**src/sft_pkg.sv**
```systemverilog
// Shared types, constants and helpers of the subscriber table fan-out block.
package sft_pkg;

    localparam int TABLE_DEPTH = 64;
    localparam int IDX_W       = (TABLE_DEPTH > 1) ? $clog2(TABLE_DEPTH) : 1;
    localparam int CNT_W       = $clog2(TABLE_DEPTH + 1);

    localparam int IP_W      = 32;
    localparam int PORT_W    = 16;
    localparam int MODE_W    = 2;
    localparam int CHAN_W    = 2;
    localparam int TIME_W    = 32;
    localparam int TMO_W     = 16;
    localparam int MAXSESS_W = 7;

    localparam int IN_TDATA_W  = 88;
    localparam int OUT_TDATA_W = 48;
    localparam int CFG_IDX_W   = 1;
    localparam int CFG_DATA_W  = 16;

    // configuration register indexes
    localparam logic [CFG_IDX_W-1:0] CFG_TIMEOUT  = 1'd0;
    localparam logic [CFG_IDX_W-1:0] CFG_MAX_SESS = 1'd1;

    localparam logic [TMO_W-1:0]     TIMEOUT_RST  = 16'd15;
    localparam logic [MAXSESS_W-1:0] MAX_SESS_RST = 7'd64;

    // item kinds
    localparam logic OP_POLL   = 1'b0;
    localparam logic OP_PACKET = 1'b1;

    // packet channels
    localparam logic [CHAN_W-1:0] CH_THERMAL = 2'd0;
    localparam logic [CHAN_W-1:0] CH_VIS_MAIN = 2'd1;
    localparam logic [CHAN_W-1:0] CH_VIS_SUB  = 2'd2;

    typedef struct packed {
        logic [IP_W-1:0]   ip;
        logic [PORT_W-1:0] port;
        logic [TIME_W-1:0] poll_time;
        logic [MODE_W-1:0] mode;
    } t_entry;

    typedef struct packed {
        logic              op;
        logic [IP_W-1:0]   ip;
        logic [PORT_W-1:0] port;
        logic [MODE_W-1:0] mode;
        logic [CHAN_W-1:0] chan;
        logic [TIME_W-1:0] now;
    } t_item;

    typedef struct packed {
        logic             rd_en;
        logic [IDX_W-1:0] rd_addr;
        logic             wr_en;
        logic [IDX_W-1:0] wr_addr;
        t_entry           wr_data;
    } t_ram_req;

    typedef struct packed {
        logic              valid;
        logic [IP_W-1:0]   ip;
        logic [PORT_W-1:0] port;
        logic              last;
    } t_push;

    function automatic logic wants(input logic [MODE_W-1:0] mode,
                                   input logic [CHAN_W-1:0] chan);
        logic w;
        case (chan)
            CH_THERMAL:  w = mode[0];
            CH_VIS_MAIN: w = mode[1];
            CH_VIS_SUB:  w = mode[1];
            default:     w = 1'b0;
        endcase
        return w;
    endfunction

endpackage

```
**src/sft_out.sv**
```systemverilog
// Output register for destination results.
module sft_out
    import sft_pkg::*;
(
    input  logic                   i_clk,
    input  logic                   i_rst_n,
    input  t_push                  i_push,
    output logic                   o_free,
    output logic                   o_valid,
    input  logic                   i_ready,
    output logic [OUT_TDATA_W-1:0] o_data,
    output logic                   o_last
);

    logic                   r_valid;
    logic [OUT_TDATA_W-1:0] r_data;
    logic                   r_last;

    assign o_free = !r_valid || i_ready;

    always_ff @(posedge i_clk) begin
        if (!i_rst_n) begin
            r_valid <= 1'b0;
        end else if (i_push.valid) begin
            r_valid <= 1'b1;
        end else if (i_ready) begin
            r_valid <= 1'b0;
        end
    end

    always_ff @(posedge i_clk) begin
        if (i_push.valid) begin
            r_data <= {i_push.port, i_push.ip};
            r_last <= i_push.last;
        end
    end

    assign o_valid = r_valid;
    assign o_data  = r_data;
    assign o_last  = r_last;

endmodule

```
**config.mk**
```make
export PLATFORM = sky130hd
export DESIGN_NAME = sft_out
export DESIGN_NICKNAME = d
export VERILOG_FILES = /design/src/sft_pkg.sv /design/src/sft_out.sv
export SDC_FILE = /design/constraint.sdc
export NUM_CORES = 1
export LEC_CHECK = 0
export ABC_AREA = 1
export BUFFER_PORTS_ARGS = -buffer_cell sky130_fd_sc_hd__buf_4
export CAP_MARGIN = 20
export CORE_MARGIN = 10
export CORE_UTILIZATION = 30
export DETAILED_ROUTE_END_ITERATION = 6
export SYNTH_ARGS = -nofsm -noshare
export SYNTH_HDL_FRONTEND = slang
export SYNTH_SLANG_ARGS = --single-unit
```
**constraint.sdc**
```tcl
create_clock -name i_clk -period 0.8 [get_ports i_clk]
set_input_delay 0.04 -clock i_clk [delete_from_list [all_inputs] [get_ports i_clk]]
set_output_delay 0.04 -clock i_clk [all_outputs]
set_load 0.02 [all_outputs]
```
* Yosys cells after proc, flatten, opt, wreduce, memory -nomap -nowiden
Cells that the tools add are included.
Operators by class: reductions and logical operators 3, mux-type cells 2
Operators by type and width (number):
- 2-to-1 mux 1 bit | 2
- nonzero test 2 bit | 1
- logical NOT 1 bit | 1
- logical OR 1 bit | 1
Storage, ports and cells: input bits 53, logic and storage cells 8, register bits after elaboration 50, output and inout port bits 51

* Depth between registers and ports, before layout
Gate-level depths: netlist (run 1).
depth after elaboration 2, mapped depth 3, gate-level depth less buffers 3

* Worst setup path after synthesis (run 1)
OpenSTA, ideal clock, no wires.
path type register to register, from register o_valid (netlist name), to register r_valid, in the netlist o_valid, arrival time 0.706 ns, data required time 0.734 ns, path slack 0.028 ns, clock period less this slack 0.772 ns, path buffers 0, library setup time 0.066 ns, cell stages (with the launch flop) 3, cell sequence dfxtp_1 nand2_2 a21oi_2
RTL lines:
- end signal, assigned | line sft_out.sv:23 | r_valid <= 1'b0;
- end signal, assigned | line sft_out.sv:25 | r_valid <= 1'b1;
- end signal, assigned | line sft_out.sv:27 | r_valid <= 1'b0;
- end, declared | line sft_out.sv:15 | logic r_valid;

* Worst setup path in the final report (run 1)
from register r_data[12], in the netlist o_data[12], to output o_data[12]
RTL lines:
- start, declared | line sft_out.sv:16 | logic [OUT_TDATA_W-1:0] r_data;
- start signal, assigned | line sft_out.sv:33 | r_data <= {i_push.port, i_push.ip};
- end, declared | line sft_out.sv:11 | output logic [OUT_TDATA_W-1:0] o_data,
No word-level cell between the ends.

==> metrics, run 1 <==
Via density between 3 and 4; GRT Util Overall 0.123; biggest area consumer among synthesized cells edfxtp_1; crit end category output pin; CTS Sinks 50; Final Cell Area 3230 um^2; post-detail-place hpwl 3280 um; Final #Nets 271; die footprint 8300 um^2; internal power 0.00474 W; clock-pin slew on the worst setup and hold paths approximately 0.09 ns; Cell Chain, Critical Path buf_6; CP Buf/Inv Count 1; Die X slightly above 90 um; Post-synth top cells edfxtp_1, inv_1, a21oi_2, dfxtp_1, nand2_2; Max Cap Violations 0; Hold Startpoint i_ready; H-tree levels 2; core area 4820 um^2; Post-Place Cells 227; vias in the first global route between 1k and 1.5k; gr ovfl total 0; Worst Setup Slack, final -0.105 ns; area delta synth->final 113%; Die H 91.1 um; Yosys warnings 0; GP Congestion around 0.68; Hold EP o_valid; Syn Area/Cell approximately 28 um^2; worst path required time 0.76 ns; Clk pwr share 0.280; post-synthesis sequential area ratio 0.983; Setup Viol. Count Final 51; Seq pwr share 0.523; Clock Skew 0 ns; PwrDens 1900 nW/um^2; R2R Setup Slk 0.04 ns; DR vias 1143; Total Routed Length roughly 5200 um; # port buffers between 100 and 150; post-synth cell types 5; Async S/R FF share, synth 0; largest net degree at the start of global routing 27; antenna-violating nets left 0; RR Startpoint o_valid; Worst-Margin Slew 0.140 ns; clk root buf clkbuf_8; post-layout min period between 0.9 and 1 ns; first-pass GRT wire length between 7000 and 8000 um; Synth top area share 0.969; Hold Vio Cnt, Final 0; Largest delay share family, worst path flip-flops; Placed Area about 2400 um^2; crit share post-route 1.13; Critical R2R Capture o_valid; FF+latch count, synth 50; final hold slack 0.134 ns; Crit. path cell count 1; syn_nets 108; number of flops mapped to enable cells by yosys 49; DRC errors left 0; Mapped Cells 55; Achievable Freq 1100 MHz; Pins Over Slew Limit 0; Sw Share 0.226; Mapped Area 1520 um^2; CTS tree yes; Synth area leaders edfxtp_1, dfxtp_1, inv_1, a21oi_2, nand2_2; violated checks setup timing; peak fanout along the critical path 1; LEAKAGE 1.35 nW; max_slew headroom 0.907; top-count cell post-synth edfxtp_1; CP Data Arrival Time 0.87 ns; routed len/inst 18.0 um; WHS Path Cells 5; initial antenna violation count 1; 1st-iter DRT viols 27; fin cells 287; RSZ-0062 raised after global routing true; CTS Buf Count 5; effective utilization at floorplan 0.315; R2R depth 3; Critical-path top delay cell edfxtp_1; max incr delay on CP 0.42 ns; clk buf depth 2; layout cells sized above 1 0.530; Hold Path Class primary input to flop; switching power 0.00138 W; FP Rows 25; top_reg_cell synth edfxtp_1; status finished with violations; CP startpoint kind flop; IO Count around 100; peak supply drop 0.00121 V; critical path type flop to output pin; setup TNS -3.51 ns; Gate power share 0.196; 1st-pass router iterations 4; worst skew pair latency 0.29 ns
how the worst max path moves through the flow:
stage / start / end / slack, ns
after global placement: i_push[49] / o_data[47] / 0.16
after CTS: o_data[15] / o_data[15] / -0.12
after global routing: o_valid / o_free / -0.15
after detailed placement: i_push[49] / o_data[0] / 0.15
after floorplan: o_valid / o_valid / 0.03
final: o_data[12] / o_data[12] / -0.11
area by class of cell:
cell class	instances	area (um^2)
Timing Repair Buffer	156	1510
Sequential cell	50	1490
Clock inverter	2	37.5
Multi-Input combinational cell	2	15.0
Tap cell	67	83.8
Inverter	3	11.3
Fill cell	321	1590
Clock buffer	6	72.6
Antenna cell	1	2.50
what timing repair did:
action / in CTS / in global routing
gates cloned: 0 / 0
gates resized for setup: 50 / 2
pin swaps: 1 / 1
setup buffers: 0 / 1
hold buffers: 50 / 0
endpoints found under the hold margin: 50 / 0
setup endpoints to repair: 51 / 51
worst reg2reg max path: stages (launching register included):
cell,delay [ns]
dfxtp_2,0.37
nand2_2,0.08
buf_4,0.13
a21oi_2,0.11
sequential cells by signal, summed over array words and instances, names as in the netlist:
register  count
o_data       48
o_last        1
o_valid       1
through the flow:
stage	setup WS (ns)	util	total power, W
global route	-0.146	0.670	0.00638
CTS	-0.115	0.666	0.00618
finish	-0.105	0.670	0.00613
detailed placement	0.151	0.501	0.00410
floorplan	0.0282	-	0.00350
global placement	0.161	0.501	0.00408
cells in the final DEF (no fill, tap or decap):
cell | synthesis | layout
clkbuf_8 | 0 | 5
inv_1 | 3 | 3
nand2_2 | 1 | 1
dlygate4sd3_1 | 0 | 50
bufinv_16 | 0 | 1
edfxtp_1 | 49 | 49
buf_4 | 0 | 53
a21oi_2 | 1 | 1
dfxtp_2 | 0 | 1
buf_12 | 0 | 2
clkbuf_1 | 0 | 1
clkinvlp_4 | 0 | 1
diode_2 | 0 | 1
buf_6 | 0 | 51
cell families (layout without fill, tap and decap cells):
kind of cell / count (synthesis) / after routing / share of synthesized area
other: 0 / 1 / 0
buffers and inverters: 3 / 167 / 0.00742
DFF: 50 / 50 / 0.983
AOI/OAI and AO/OA: 1 / 1 / 0.00577
and+or+nand+nor: 1 / 1 / 0.00412
power groups by stage:
stage          Clock [W]  Sequential, W  Combinational (W)
5_1_grt          0.00188        0.00323            0.00127
3_3_place_gp           0        0.00321           0.000870
6_report         0.00172        0.00321            0.00120
2_1_floorplan          0        0.00349          0.0000118
4_1_cts          0.00178        0.00320            0.00119
3_5_place_dp           0        0.00322           0.000879
routing by layer:
layer	vias up	global-route usage	wire, um
li1	539	-	-
met1	538	0.110	1650
met2	64	0.216	2720
met3	2	0.0881	755
met4	0	0.0379	29
met5	-	0	0
(Power assumes the default switching activity.)
==> inputs of run 2 (changes only) <==
--- a/config.mk
+++ b/config.mk
@@ -8,9 +8,13 @@
 export ABC_AREA = 1
 export BUFFER_PORTS_ARGS = -buffer_cell sky130_fd_sc_hd__buf_4
 export CAP_MARGIN = 20
+export CELL_PAD_IN_SITES_DETAIL_PLACEMENT = 0
+export CELL_PAD_IN_SITES_GLOBAL_PLACEMENT = 1
 export CORE_MARGIN = 10
-export CORE_UTILIZATION = 30
+export CORE_UTILIZATION = 28
 export DETAILED_ROUTE_END_ITERATION = 6
+export PLACE_DENSITY_LB_ADDON = 0.1
+export REMOVE_ABC_BUFFERS = 1
 export SYNTH_ARGS = -nofsm -noshare
 export SYNTH_HDL_FRONTEND = slang
 export SYNTH_SLANG_ARGS = --single-unit
==> metrics, run 2 (synthesized netlist as in run 1, its figures left out) <==
status finished with violations (unchanged); violated checks setup timing (unchanged); DRC errors left 0 (unchanged); Post-Place Cells 230 (was 227); GP Congestion 0.632 (was 0.677); CP startpoint kind flop (unchanged); Worst Setup Slack, final -0.107 ns (was -0.105 ns); Die H 93.6 um (was 91.1 um); max incr delay on CP 0.42 ns (about the same); CP Buf/Inv Count 1 (unchanged); n_diodes 0 (was 1); Total Routed Length 4560 um (was 5160 um); GRT Util Overall 0.108 (was 0.123); clk root buf clkbuf_8 (unchanged); crit end category output pin (unchanged); max FFs per register 48 (unchanged); Max Cap Violations 0 (unchanged); Worst-Margin Slew 0.139 ns (was 0.140 ns); H-tree levels 2 (unchanged); worst skew pair latency 0.29 ns (about the same); CTS Buf Count 5 (unchanged); gr ovfl total 0 (unchanged); peak supply drop 0.000934 V (was 0.00121 V); worst path required time 0.76 ns (about the same); Hold Vio Cnt, Final 0 (unchanged); Via density 3.91 (was 3.98); WHS Path Cells 5 (unchanged); largest net degree at the start of global routing 27 (unchanged); Hold Path Class primary input to flop (unchanged); effective utilization at floorplan 0.293 (was 0.315); Largest delay share family, worst path flip-flops (unchanged); DR vias 1131 (was 1143); crit share post-route 1.13 (about the same); area delta synth->final 111% (was 113%); RSZ-0062 raised after global routing true (unchanged); clock-pin slew on the worst setup and hold paths 0.09 ns (about the same); CTS tree yes (unchanged); critical path type flop to output pin (unchanged); PwrDens 1820 nW/um^2 (was 1900 nW/um^2); 1st-iter DRT viols 23 (was 27); Final #Nets 271 (unchanged); Critical-path top delay cell edfxtp_1 (unchanged); post-layout min period 0.907 ns (was 0.905 ns); Cell Chain, Critical Path buf_6 (unchanged); R2R depth 3 (unchanged); routed len/inst 15.8 um (was 18.0 um); final core occ 0.620 (was 0.670); Critical R2R Capture o_valid (unchanged); CTS Sinks 50 (unchanged); CP Data Arrival Time 0.87 ns (about the same); most frequent cells in the layout buf_4, buf_6, dlygate4sd3_1 (unchanged); Hold EP o_valid (unchanged); most common cell after layout, fill and taps aside buf_4 (unchanged); LEAKAGE 1.34 nW (was 1.35 nW); vias in the first global route 1329 (was 1423); FP Rows 26 (was 25); core area 5170 um^2 (was 4820 um^2); Setup Viol. Count Final 51 (unchanged); R2R Setup Slk 0.09 ns (was 0.04 ns); Hold Startpoint i_ready (unchanged); setup TNS -3.15 ns (was -3.51 ns); Die X 93.6 um (was 91.1 um); max_slew headroom 0.907 (about the same); fin cells 289 (was 287); die footprint 8770 um^2 (was 8300 um^2); 1st-pass router iterations 3 (was 4); fill count 367 (was 321); Pins Over Slew Limit 0 (unchanged); peak fanout along the critical path 1 (unchanged); antenna-violating nets left 0 (unchanged); clk buf depth 2 (unchanged); # port buffers 103 (unchanged); Tot Pwr 0.00583 W (was 0.00613 W); Achievable Freq 1100 MHz (about the same); first-pass GRT wire length 7330 um (was 7970 um); Clock Skew 0 ns (unchanged); layout cells sized above 1 0.525 (was 0.530); RR Startpoint o_valid (unchanged); initial antenna violation count 0 (was 1); IO Count 104 (unchanged)
## run 2: cell count changes in the layout (fill, tap and decap cells not counted)
cell,before,now
bufinv_16,1,0
clkbuf_1,1,2
clkbuf_8,5,6
clkinvlp_4,1,0
diode_2,1,0
## run 2: area by class of cell
type / instances / area (um^2) / share of cell area
Tap cell: 70 / 87.6 / 0.0273
Clock buffer: 8 / 90.1 / 0.0281
Timing Repair Buffer: 156 / 1510 / 0.471
Multi-Input combinational cell: 2 / 15.0 / 0.00468
Sequential cell: 50 / 1490 / 0.465
Inverter: 3 / 11.3 / 0.00351
## run 2: what timing repair did
action | 4_1_cts | 5_1_grt
setup buffers | 0 | 1
hold endpoints to repair | 50 | 0
hold buffers | 50 | 0
resized for setup | 50 | 2
pin swaps | 1 | 1
setup endpoints to repair | 51 | 51
## run 2: per-layer routing
metal	part of all wire	track usage
met5	0	0
met3	0.12	0.0663
met1	0.36	0.110
met2	0.51	0.182
met4	0.0064	0.0266
## run 2: power by group
| group | leakage (nW) | internal (W) | switching [W] | total, W |
|---|---|---|---|---|
| logic | 0.810 | 0.000702 | 0.000483 | 0.00119 |
| clock network | 0.0455 | 0.000706 | 0.000734 | 0.00144 |
| registers | 0.488 | 0.00311 | 0.0000961 | 0.00320 |
## run 2: how the worst max path moves through the flow
stage	from	to	slack, ns	cells after the start
6_report	o_data[15]	o_data[15]	-0.11	1
5_1_grt	o_data[44]	o_data[44]	-0.15	1
4_1_cts	o_data[4]	o_data[4]	-0.10	1
3_5_place_dp	i_push[49]	o_data[35]	0.15	2
3_3_place_gp	i_push[49]	o_data[35]	0.15	2
2_1_floorplan	o_valid	o_valid	0.03	2
## run 2: metrics by stage
stage / hold WS [ns] / instance area [um^2] / setup slack [ns]
6_report: 0.0939 / 3210 / -0.107
5_1_grt: 0.0943 / 3210 / -0.151
4_1_cts: 0.0112 / 3190 / -0.100
3_5_place_dp: 0.219 / 2420 / 0.149
3_3_place_gp: 0.218 / 2420 / 0.150
2_1_floorplan: 0.139 / 1520 / 0.0282
