`config.mk`:
```
export PLATFORM = sky130hd
export DESIGN_NAME = sft_walker
export DESIGN_NICKNAME = d
export VERILOG_FILES = /design/src/sft_pkg.sv /design/src/sft_walker.sv
export SDC_FILE = /design/constraint.sdc
export NUM_CORES = 1
export LEC_CHECK = 0
export BUFFER_PORTS_ARGS = -buffer_cell sky130_fd_sc_hd__buf_2
export CORE_ASPECT_RATIO = 0.9
export CORE_MARGIN = 2
export CORE_UTILIZATION = 47
export CTS_CLUSTER_SIZE = 14
export DETAILED_ROUTE_END_ITERATION = 10
export GPL_TIMING_DRIVEN = 0
export PLACE_DENSITY = 0.88
export SETUP_SLACK_MARGIN = 0.2
export SLEW_MARGIN = 0
export SYNTH_ARGS = -nofsm -noshare
export SYNTH_HDL_FRONTEND = slang
export SYNTH_SLANG_ARGS = --single-unit
```
`constraint.sdc`:
```
create_clock -name i_clk -period 8.5 [get_ports i_clk]
set_input_delay 1.7 -clock i_clk [delete_from_list [all_inputs] [get_ports i_clk]]
set_output_delay 1.7 -clock i_clk [all_outputs]
set_load 0.005 [all_outputs]
```
`src/sft_pkg.sv`:
```
// Shared types, constants and helpers of the subscriber table fan-out block.
package sft_pkg;

    localparam int TABLE_DEPTH = 64;
    localparam int IDX_W       = (TABLE_DEPTH > 1) ? $clog2(TABLE_DEPTH) : 1;
    localparam int CNT_W       = $clog2(TABLE_DEPTH + 1);

    localparam int IP_W      = 32;
    localparam int PORT_W    = 16;
    localparam int MODE_W    = 2;
    localparam int CHAN_W    = 2;
    localparam int TIME_W    = 32;
    localparam int TMO_W     = 16;
    localparam int MAXSESS_W = 7;

    localparam int IN_TDATA_W  = 88;
    localparam int OUT_TDATA_W = 48;
    localparam int CFG_IDX_W   = 1;
    localparam int CFG_DATA_W  = 16;

    // configuration register indexes
    localparam logic [CFG_IDX_W-1:0] CFG_TIMEOUT  = 1'd0;
    localparam logic [CFG_IDX_W-1:0] CFG_MAX_SESS = 1'd1;

    localparam logic [TMO_W-1:0]     TIMEOUT_RST  = 16'd15;
    localparam logic [MAXSESS_W-1:0] MAX_SESS_RST = 7'd64;

    // item kinds
    localparam logic OP_POLL   = 1'b0;
    localparam logic OP_PACKET = 1'b1;

    // packet channels
    localparam logic [CHAN_W-1:0] CH_THERMAL = 2'd0;
    localparam logic [CHAN_W-1:0] CH_VIS_MAIN = 2'd1;
    localparam logic [CHAN_W-1:0] CH_VIS_SUB  = 2'd2;

    typedef struct packed {
        logic [IP_W-1:0]   ip;
        logic [PORT_W-1:0] port;
        logic [TIME_W-1:0] poll_time;
        logic [MODE_W-1:0] mode;
    } t_entry;

    typedef struct packed {
        logic              op;
        logic [IP_W-1:0]   ip;
        logic [PORT_W-1:0] port;
        logic [MODE_W-1:0] mode;
        logic [CHAN_W-1:0] chan;
        logic [TIME_W-1:0] now;
    } t_item;

    typedef struct packed {
        logic             rd_en;
        logic [IDX_W-1:0] rd_addr;
        logic             wr_en;
        logic [IDX_W-1:0] wr_addr;
        t_entry           wr_data;
    } t_ram_req;

    typedef struct packed {
        logic              valid;
        logic [IP_W-1:0]   ip;
        logic [PORT_W-1:0] port;
        logic              last;
    } t_push;

    function automatic logic wants(input logic [MODE_W-1:0] mode,
                                   input logic [CHAN_W-1:0] chan);
        logic w;
        case (chan)
            CH_THERMAL:  w = mode[0];
            CH_VIS_MAIN: w = mode[1];
            CH_VIS_SUB:  w = mode[1];
            default:     w = 1'b0;
        endcase
        return w;
    endfunction

endpackage

```
`src/sft_walker.sv`:
```
// Table walk sequencer: poll lookup and append, packet aging, compaction and fan-out.
module sft_walker
    import sft_pkg::*;
(
    input  logic                 i_clk,
    input  logic                 i_rst_n,
    input  logic                 i_valid,
    output logic                 o_ready,
    input  t_item                i_item,
    input  logic [TMO_W-1:0]     i_timeout,
    input  logic [MAXSESS_W-1:0] i_max_sess,
    output t_ram_req             o_req,
    input  t_entry               i_rd_data,
    output t_push                o_push,
    input  logic                 i_out_free
);

    typedef enum logic [2:0] {
        S_IDLE,
        S_RD,
        S_EVAL,
        S_APPEND,
        S_FLUSH
    } t_state;

    t_state            r_state, n_state;
    t_item             r_item, n_item;
    logic [CNT_W-1:0]  r_i, n_i;
    logic [CNT_W-1:0]  r_w, n_w;
    logic [CNT_W-1:0]  r_count, n_count;
    logic              r_pend_v, n_pend_v;
    logic [IP_W-1:0]   r_pend_ip, n_pend_ip;
    logic [PORT_W-1:0] r_pend_port, n_pend_port;

    logic [CNT_W-1:0]  limit;
    logic [CNT_W-1:0]  i_next;
    logic [TIME_W-1:0] idle;
    logic              hit, live, want;

    assign limit  = (i_max_sess < CNT_W'(TABLE_DEPTH)) ? i_max_sess[CNT_W-1:0]
                                                       : CNT_W'(TABLE_DEPTH);
    assign i_next = r_i + CNT_W'(1);
    assign idle   = r_item.now - i_rd_data.poll_time;
    assign live   = idle <= {{(TIME_W-TMO_W){1'b0}}, i_timeout};
    assign hit    = (i_rd_data.ip == r_item.ip) && (i_rd_data.port == r_item.port);
    assign want   = wants(i_rd_data.mode, r_item.chan);

    always_comb begin
        n_state     = r_state;
        n_item      = r_item;
        n_i         = r_i;
        n_w         = r_w;
        n_count     = r_count;
        n_pend_v    = r_pend_v;
        n_pend_ip   = r_pend_ip;
        n_pend_port = r_pend_port;
        o_req       = '0;
        o_push      = '0;
        o_ready     = (r_state == S_IDLE);

        case (r_state)
            S_IDLE: begin
                if (i_valid) begin
                    n_item = i_item;
                    n_i    = '0;
                    n_w    = '0;
                    if (r_count != '0) begin
                        n_state = S_RD;
                    end else if (i_item.op == OP_POLL) begin
                        n_state = S_APPEND;
                    end else begin
                        n_state = S_FLUSH;
                    end
                end
            end
            S_RD: begin
                o_req.rd_en   = 1'b1;
                o_req.rd_addr = r_i[IDX_W-1:0];
                n_state       = S_EVAL;
            end
            S_EVAL: begin
                if (r_item.op == OP_POLL) begin
                    if (hit) begin
                        o_req.wr_en   = 1'b1;
                        o_req.wr_addr = r_i[IDX_W-1:0];
                        o_req.wr_data = '{ip: r_item.ip, port: r_item.port,
                                          poll_time: r_item.now, mode: r_item.mode};
                        n_state       = S_IDLE;
                    end else begin
                        n_i     = i_next;
                        n_state = (i_next == r_count) ? S_APPEND : S_RD;
                    end
                end else if (!(live && want && r_pend_v && !i_out_free)) begin
                    // close up the table: live entries move down to the write index
                    if (live) begin
                        o_req.wr_en   = 1'b1;
                        o_req.wr_addr = r_w[IDX_W-1:0];
                        o_req.wr_data = i_rd_data;
                        n_w           = r_w + CNT_W'(1);
                        if (want) begin
                            o_push.valid = r_pend_v;
                            o_push.ip    = r_pend_ip;
                            o_push.port  = r_pend_port;
                            o_push.last  = 1'b0;
                            n_pend_v     = 1'b1;
                            n_pend_ip    = i_rd_data.ip;
                            n_pend_port  = i_rd_data.port;
                        end
                    end
                    n_i     = i_next;
                    n_state = (i_next == r_count) ? S_FLUSH : S_RD;
                end
            end
            S_APPEND: begin
                if (r_count < limit) begin
                    o_req.wr_en   = 1'b1;
                    o_req.wr_addr = r_count[IDX_W-1:0];
                    o_req.wr_data = '{ip: r_item.ip, port: r_item.port,
                                      poll_time: r_item.now, mode: r_item.mode};
                    n_count       = r_count + CNT_W'(1);
                end
                n_state = S_IDLE;
            end
            S_FLUSH: begin
                n_count = r_w;
                // hold the final destination until the output register has room
                if (r_pend_v) begin
                    if (i_out_free) begin
                        o_push.valid = 1'b1;
                        o_push.ip    = r_pend_ip;
                        o_push.port  = r_pend_port;
                        o_push.last  = 1'b1;
                        n_pend_v     = 1'b0;
                        n_state      = S_IDLE;
                    end
                end else begin
                    n_state = S_IDLE;
                end
            end
            default: n_state = S_IDLE;
        endcase
    end

    always_ff @(posedge i_clk) begin
        if (!i_rst_n) begin
            r_state  <= S_IDLE;
            r_count  <= '0;
            r_pend_v <= 1'b0;
            r_i      <= '0;
            r_w      <= '0;
        end else begin
            r_state  <= n_state;
            r_count  <= n_count;
            r_pend_v <= n_pend_v;
            r_i      <= n_i;
            r_w      <= n_w;
        end
        r_item      <= n_item;
        r_pend_ip   <= n_pend_ip;
        r_pend_port <= n_pend_port;
    end

    a_count_bound: assert property (@(posedge i_clk) disable iff (!i_rst_n)
        r_count <= CNT_W'(TABLE_DEPTH))
        else $error("entry count beyond table depth");

    a_push_room: assert property (@(posedge i_clk) disable iff (!i_rst_n)
        o_push.valid |-> i_out_free)
        else $error("result pushed into a full output register");

    a_compact_order: assert property (@(posedge i_clk) disable iff (!i_rst_n)
        (r_state == S_EVAL) |-> (r_w <= r_i))
        else $error("compaction write index ahead of read index");

    a_idle_drained: assert property (@(posedge i_clk) disable iff (!i_rst_n)
        (r_state == S_IDLE) |-> !r_pend_v)
        else $error("destination left pending after the walk");

endmodule

```
Yosys cells after proc, flatten, opt, wreduce, memory -nomap -nowiden
Index checks and enable logic that the tools add are counted.

word-level totals
  flip-flop bits (word level) = 158
  input port bits = 194
  output and inout bits = 147
  word-level logic and storage cells = 103

operators by class
  add/subtract/negate cells = 4
  magnitude comparators = 3
  equality and inequality tests = 18
  multiplexer cells = 45
  bitwise logic cells = 1
  reductions and logical operators = 19

operator list
  cell                                                  count
  2-to-1 mux 89 bit                                     5
  2-to-1 mux 50 bit                                     6
  case mux 89 bit (2 select lines)                      1
  case mux 50 bit (2 select lines)                      1
  2-to-1 mux 7 bit                                      10
  case mux 7 bit (2 select lines)                       3
  equality test 32 bit                                  1
  less-or-equal comparator 32 x 16 -> 1 bit             1
  subtractor 32 bit                                     1
  2-to-1 mux 3 bit                                      8
  adder 7 x 1 -> 7 bit (second input constant)          3
  equality test 16 bit                                  1
  AND reduction 5 bit                                   3
  != test 2 bit (second input constant)                 6
  case mux 3 bit (4 select lines)                       1
  != test 3 bit (second input constant)                 3
  equality test 7 bit                                   1
  less-than comparator 7 bit                            1
  less-than comparator 7 bit (second input constant)    1
  nonzero test 7 bit                                    1
  equality test 3 x 2 -> 1 bit (second input constant)  2
  2-to-1 mux 1 bit                                      6
  nonzero test 2 bit                                    3
  logical AND 1 bit                                     4
  other kinds (14)                                      17

Logic depth before layout (Yosys ltp)
  word-level depth = 9
  gate-level depth with buffers = 21

Worst setup path before layout
OpenSTA, ideal clock, no wires.

  path type = input to output
  start = input i_rd_data[2] (netlist bit)
  end = output o_push[18] (netlist bit)
  data arrival time = 7266 ps
  setup slack = -466 ps
  cell stages on the path = 19
  buffers on the path = 2
  cells stage by stage = ha_1 > fa_1 > nand2b_1 > a21oi_2 > o21ai_1 > o21bai_1 > a21oi_1 > xnor2_1 > ha_1 > nand4_1 > nor4_1 > o21ai_0 > a2111o_1 > or4_4 > nor4_4 > nor2_2 > buf_6 > buf_6 > nor2b_2

RTL lines
  element             RTL line          source
  start: declaration  sft_walker.sv:13  input t_entry i_rd_data,
  end: declaration    sft_walker.sv:14  output t_push o_push,

==> PnR_summary.wiki <==
{| class="wikitable"
! Metric !! Value
|-
| Stage delay of the slowest cell on the critical path || slightly below 500 ps
|-
| Grt total ovfl || 0
|-
| Post-synthesis net count || 1,278
|-
| Final nets || about 1,600
|-
| TritonCTS buffer count || 17
|-
| Most common cell after layout, fill and taps aside || buf_2
|-
| Buffer levels on the longest clock path || 2
|-
| Mapped Area || about 10,000 sq um
|-
| Detailed-route wire length || between 30 and 40 mm
|-
| Highest-count cells in the layout ignoring fill and taps || 354 x buf_2, 133 x edfxtp_1, 83 x a22o_1, 73 x inv_1, 70 x nand2_1
|-
| Setup TNS Final || 0 ps
|-
| Max cap viols || 0
|-
| Syn avg cell area || between 10 and 15 sq um
|-
| Worst-path clk slew || 70 ps
|-
| Proportion of synthesized chip area in sequential cells || 43.3%
|-
| Area of the core || 21,600 sq um
|-
| Number of slew-limit violations in the final report || 0
|-
| Starting DRC count in detailed routing || approximately 900
|-
| Part of the cycle the worst path needs || a little over nine tenths
|-
| Count of hold buffers inserted by post-cts repair || 0
|-
| Worst path arrival time || 6380 ps
|-
| Worst-skew pair later-pin latency || between 400 and 500 ps
|-
| Rel. slew slack || between 20% and 30%
|-
| Worst-case clock skew || between 20 and 25 ps
|-
| Cell count after synthesis || between 1,000 and 1,500
|-
| Area of the die || 23,300 sq um
|-
| Number of placement rows || 51
|-
| Final worst setup slack || around 420 ps
|-
| Vias after detailed routing || between 9,000 and 10,000
|-
| Fraction of layout instances using a drive strength above 1 || roughly a third
|-
| Number of warnings printed during yosys synthesis || 0
|-
| Start point of the worst min-delay path || r_i[6]
|-
| Number of search-and-repair iterations in the first detailed-routing pass || 7
|-
| Cell with the largest stage delay on the worst path || or4_4
|-
| Required time at the worst-slack endpoint || around 6800 ps
|-
| Total leakage power || between 0.005 and 0.006 uW
|-
| Die Span Y || between 100 and 150 um
|-
| Cells along the critical path || buf_2 > ha_4 > fa_2 > nand2b_4 > a21oi_4 > o2111a_2 > nor3_2 > xnor2_1 > ha_1 > nand4_1 > nor4_4 > nor3_1 > a2111o_1 > or4_4 > nor4_4 > buf_8 > nor2_2 > clkbuf_4 > nor2b_1 > buf_2
|-
| Startpoint of the lowest-slack register-to-register path || r_item[0]
|-
| All-Layer GR Usage || a little under a third
|-
| CP Launch Type || primary input
|-
| Horiz. Die Dim || 161 um
|-
| Worst hold margin || 479 ps
|-
| Clk sink count || ~160
|-
| Via count of the first global-routing pass || around 9,600
|-
| Buffer cell driving the clock tree root || clkbuf_16
|-
| Number of buffer cells added on primary ports || ~340
|-
| Critical path capture point type || output pin
|-
| Number of antenna violations at the first check in global routing || 7
|-
| Starting density of the core || between 40% and 50%
|-
| Number of flops mapped to enable cells by yosys || about 130
|-
| CTS tree || done
|-
| Start-to-end type of the worst setup path || primary input to output pin
|-
| Unique cell type count in the Yosys netlist || between 70 and 80
|-
| Final Setup Violations || 0
|-
| Global-route wire length before repair || 53.9 mm
|-
| Number of nets with antenna violations after detailed routing || 0
|-
| Count of placed standard cells including taps || about 1,700
|-
| Internal reg-to-reg setup slack || roughly 3600 ps
|-
| Non-filler cells, final || between 1,500 and 2,000
|-
| Type of the tightest min-delay check || register to register
|-
| Crit path max fanout || 11
|-
| WL/cell || between 20 and 25 um
|-
| Routed vias/inst || about 5.8
|-
| Worst setup slack after placement || -151 ps
|-
| Pin count of the biggest net entering global routing || 54
|-
| Cell Pwr Density || roughly 200 nW/um^2
|-
| HPWL after detailed placement || between 20 and 30 mm
|-
| Fraction of registers with async set/reset || 0%
|-
| Number of storage elements in the synthesis netlist || between 150 and 200
|-
| Minimum period implied by the final worst setup slack || around 8100 ps
|-
| Drt drc || 0
|-
| Most area-hungry cell type in the Yosys netlist || edfxtp_1
|-
| Top-area cell type share of the netlist area || about 39%
|-
| Least-Margin Pin Slew || approximately 1100 ps
|-
| Worst setup startpoint || i_rd_data[2]
|-
| CTS H-Tree Depth || 4
|-
| Setup repair after global routing missed its margin || no
|-
| Synth-to-Final Area Change || 28.8%
|-
| Max frequency || between 100 and 150 MHz
|-
| Placer congestion estimate || 0.944
|-
| Top FF cell, synth || edfxtp_1
|-
| I/O pins || around 340
|-
| Maximum vdd ir drop || 0.000116 V
|-
| Area contributors post-synth || edfxtp_1 39%, ha_1 7.1%, a22o_1 7.0%
|-
| Status || finished clean
|-
| Final Hold Viols || 0
|}
-- flip-flops by register name, indices dropped and copies added (netlist names) --
register / flops
r_item: 85
r_pend_ip: 32
r_pend_port: 16
r_count: 7
r_i: 7
r_w: 7
r_state: 3
r_pend_v: 1
-- worst paths after layout --
path / to / cells after the start
max: o_push[32] / 20
min: r_i[6] / 2
max reg2reg: r_i[4] / 17
min reg2reg: r_i[6] / 2
-- where the power goes --
part	internal, uW	total, uW	leakage, uW	switching, uW
combinational	326	837	0.00422	511
clock	402	794	0.000294	392
sequential	949	1010	0.00144	64.4
total	1680	2640	0.00595	967
-- metrics by stage --
step / area, sq um / util, % / total power, uW
finish: 13400 / 61.8 / 2640
global placement: 12600 / 58.1 / 1810
detailed placement: 12600 / 58.4 / 1830
floorplan: 10500 / - / 1560
CTS: 13300 / 61.4 / 2620
global route: 13400 / 61.7 / 2770
-- logic make-up (layout without fill, tap and decap cells) --
family / count (synthesis) / count (layout) / synth area share [%]
AO/OA/AOI/OAI: 282 / 282 / 19.9
adder cells (fa/ha/maj): 60 / 60 / 7.31
multiplexers: 6 / 6 / 0.579
flip-flops: 158 / 158 / 43.3
other: 0 / 4 / 0
AND/OR/NAND/NOR: 313 / 313 / 17.1
buffers and inverters: 126 / 505 / 5.13
XOR/XNOR: 79 / 79 / 6.67
-- timing repair --
action	CTS	global route
pin swaps	1	4
gates cloned	0	0
gates resized for setup	3	14
setup buffers	1	2
endpoints found under the setup margin	75	138
endpoints found under the hold margin	0	0
-- cells in the mapped netlist (12+ instances only) --
cell      number
nand2_1       70
and2_1        12
a22o_1        83
clkbuf_1      24
o21ai_0       31
nor2_1        40
a21o_1        15
nor2b_1       44
ha_1          59
nand3_1       22
xor2_1        15
a21oi_1       54
buf_2         20
nand4_1       32
xnor2_1       64
dfxtp_1       25
inv_1         74
edfxtp_1     133
nor3_1        19
-- per-layer routing --
metal  GRT usage (%)  share of wire, %  wire, um  vias up
met5               0             0.096        34        -
met4            9.59               2.8      1000        6
met3            6.15               9.5      3370       81
met2            47.9                46     16200      571
met1            41.0                42     14700     4709
li1                -                 -         -     4559
-- layout make-up --
cell class                 instances  area [sq um]
fill                            1852          8270
multi-input combinational        740          5510
sequential                       158          4490
timing repair buffer             347          1800
clock buffer                      17           425
tap                              291           364
buffer                            52           290
inverter                          74           280
clock inverter                    15           188
antenna                            4          10.0
-- critical path, delay by kind of cell --
family	cells	cell delay, ps
AO/OA/AOI/OAI	3	950
buffers and inverters	4	720
AND/OR/NAND/NOR	9	1980
adder cells (fa/ha/maj)	3	870
XOR/XNOR	1	140
(Power assumes the default switching activity.)
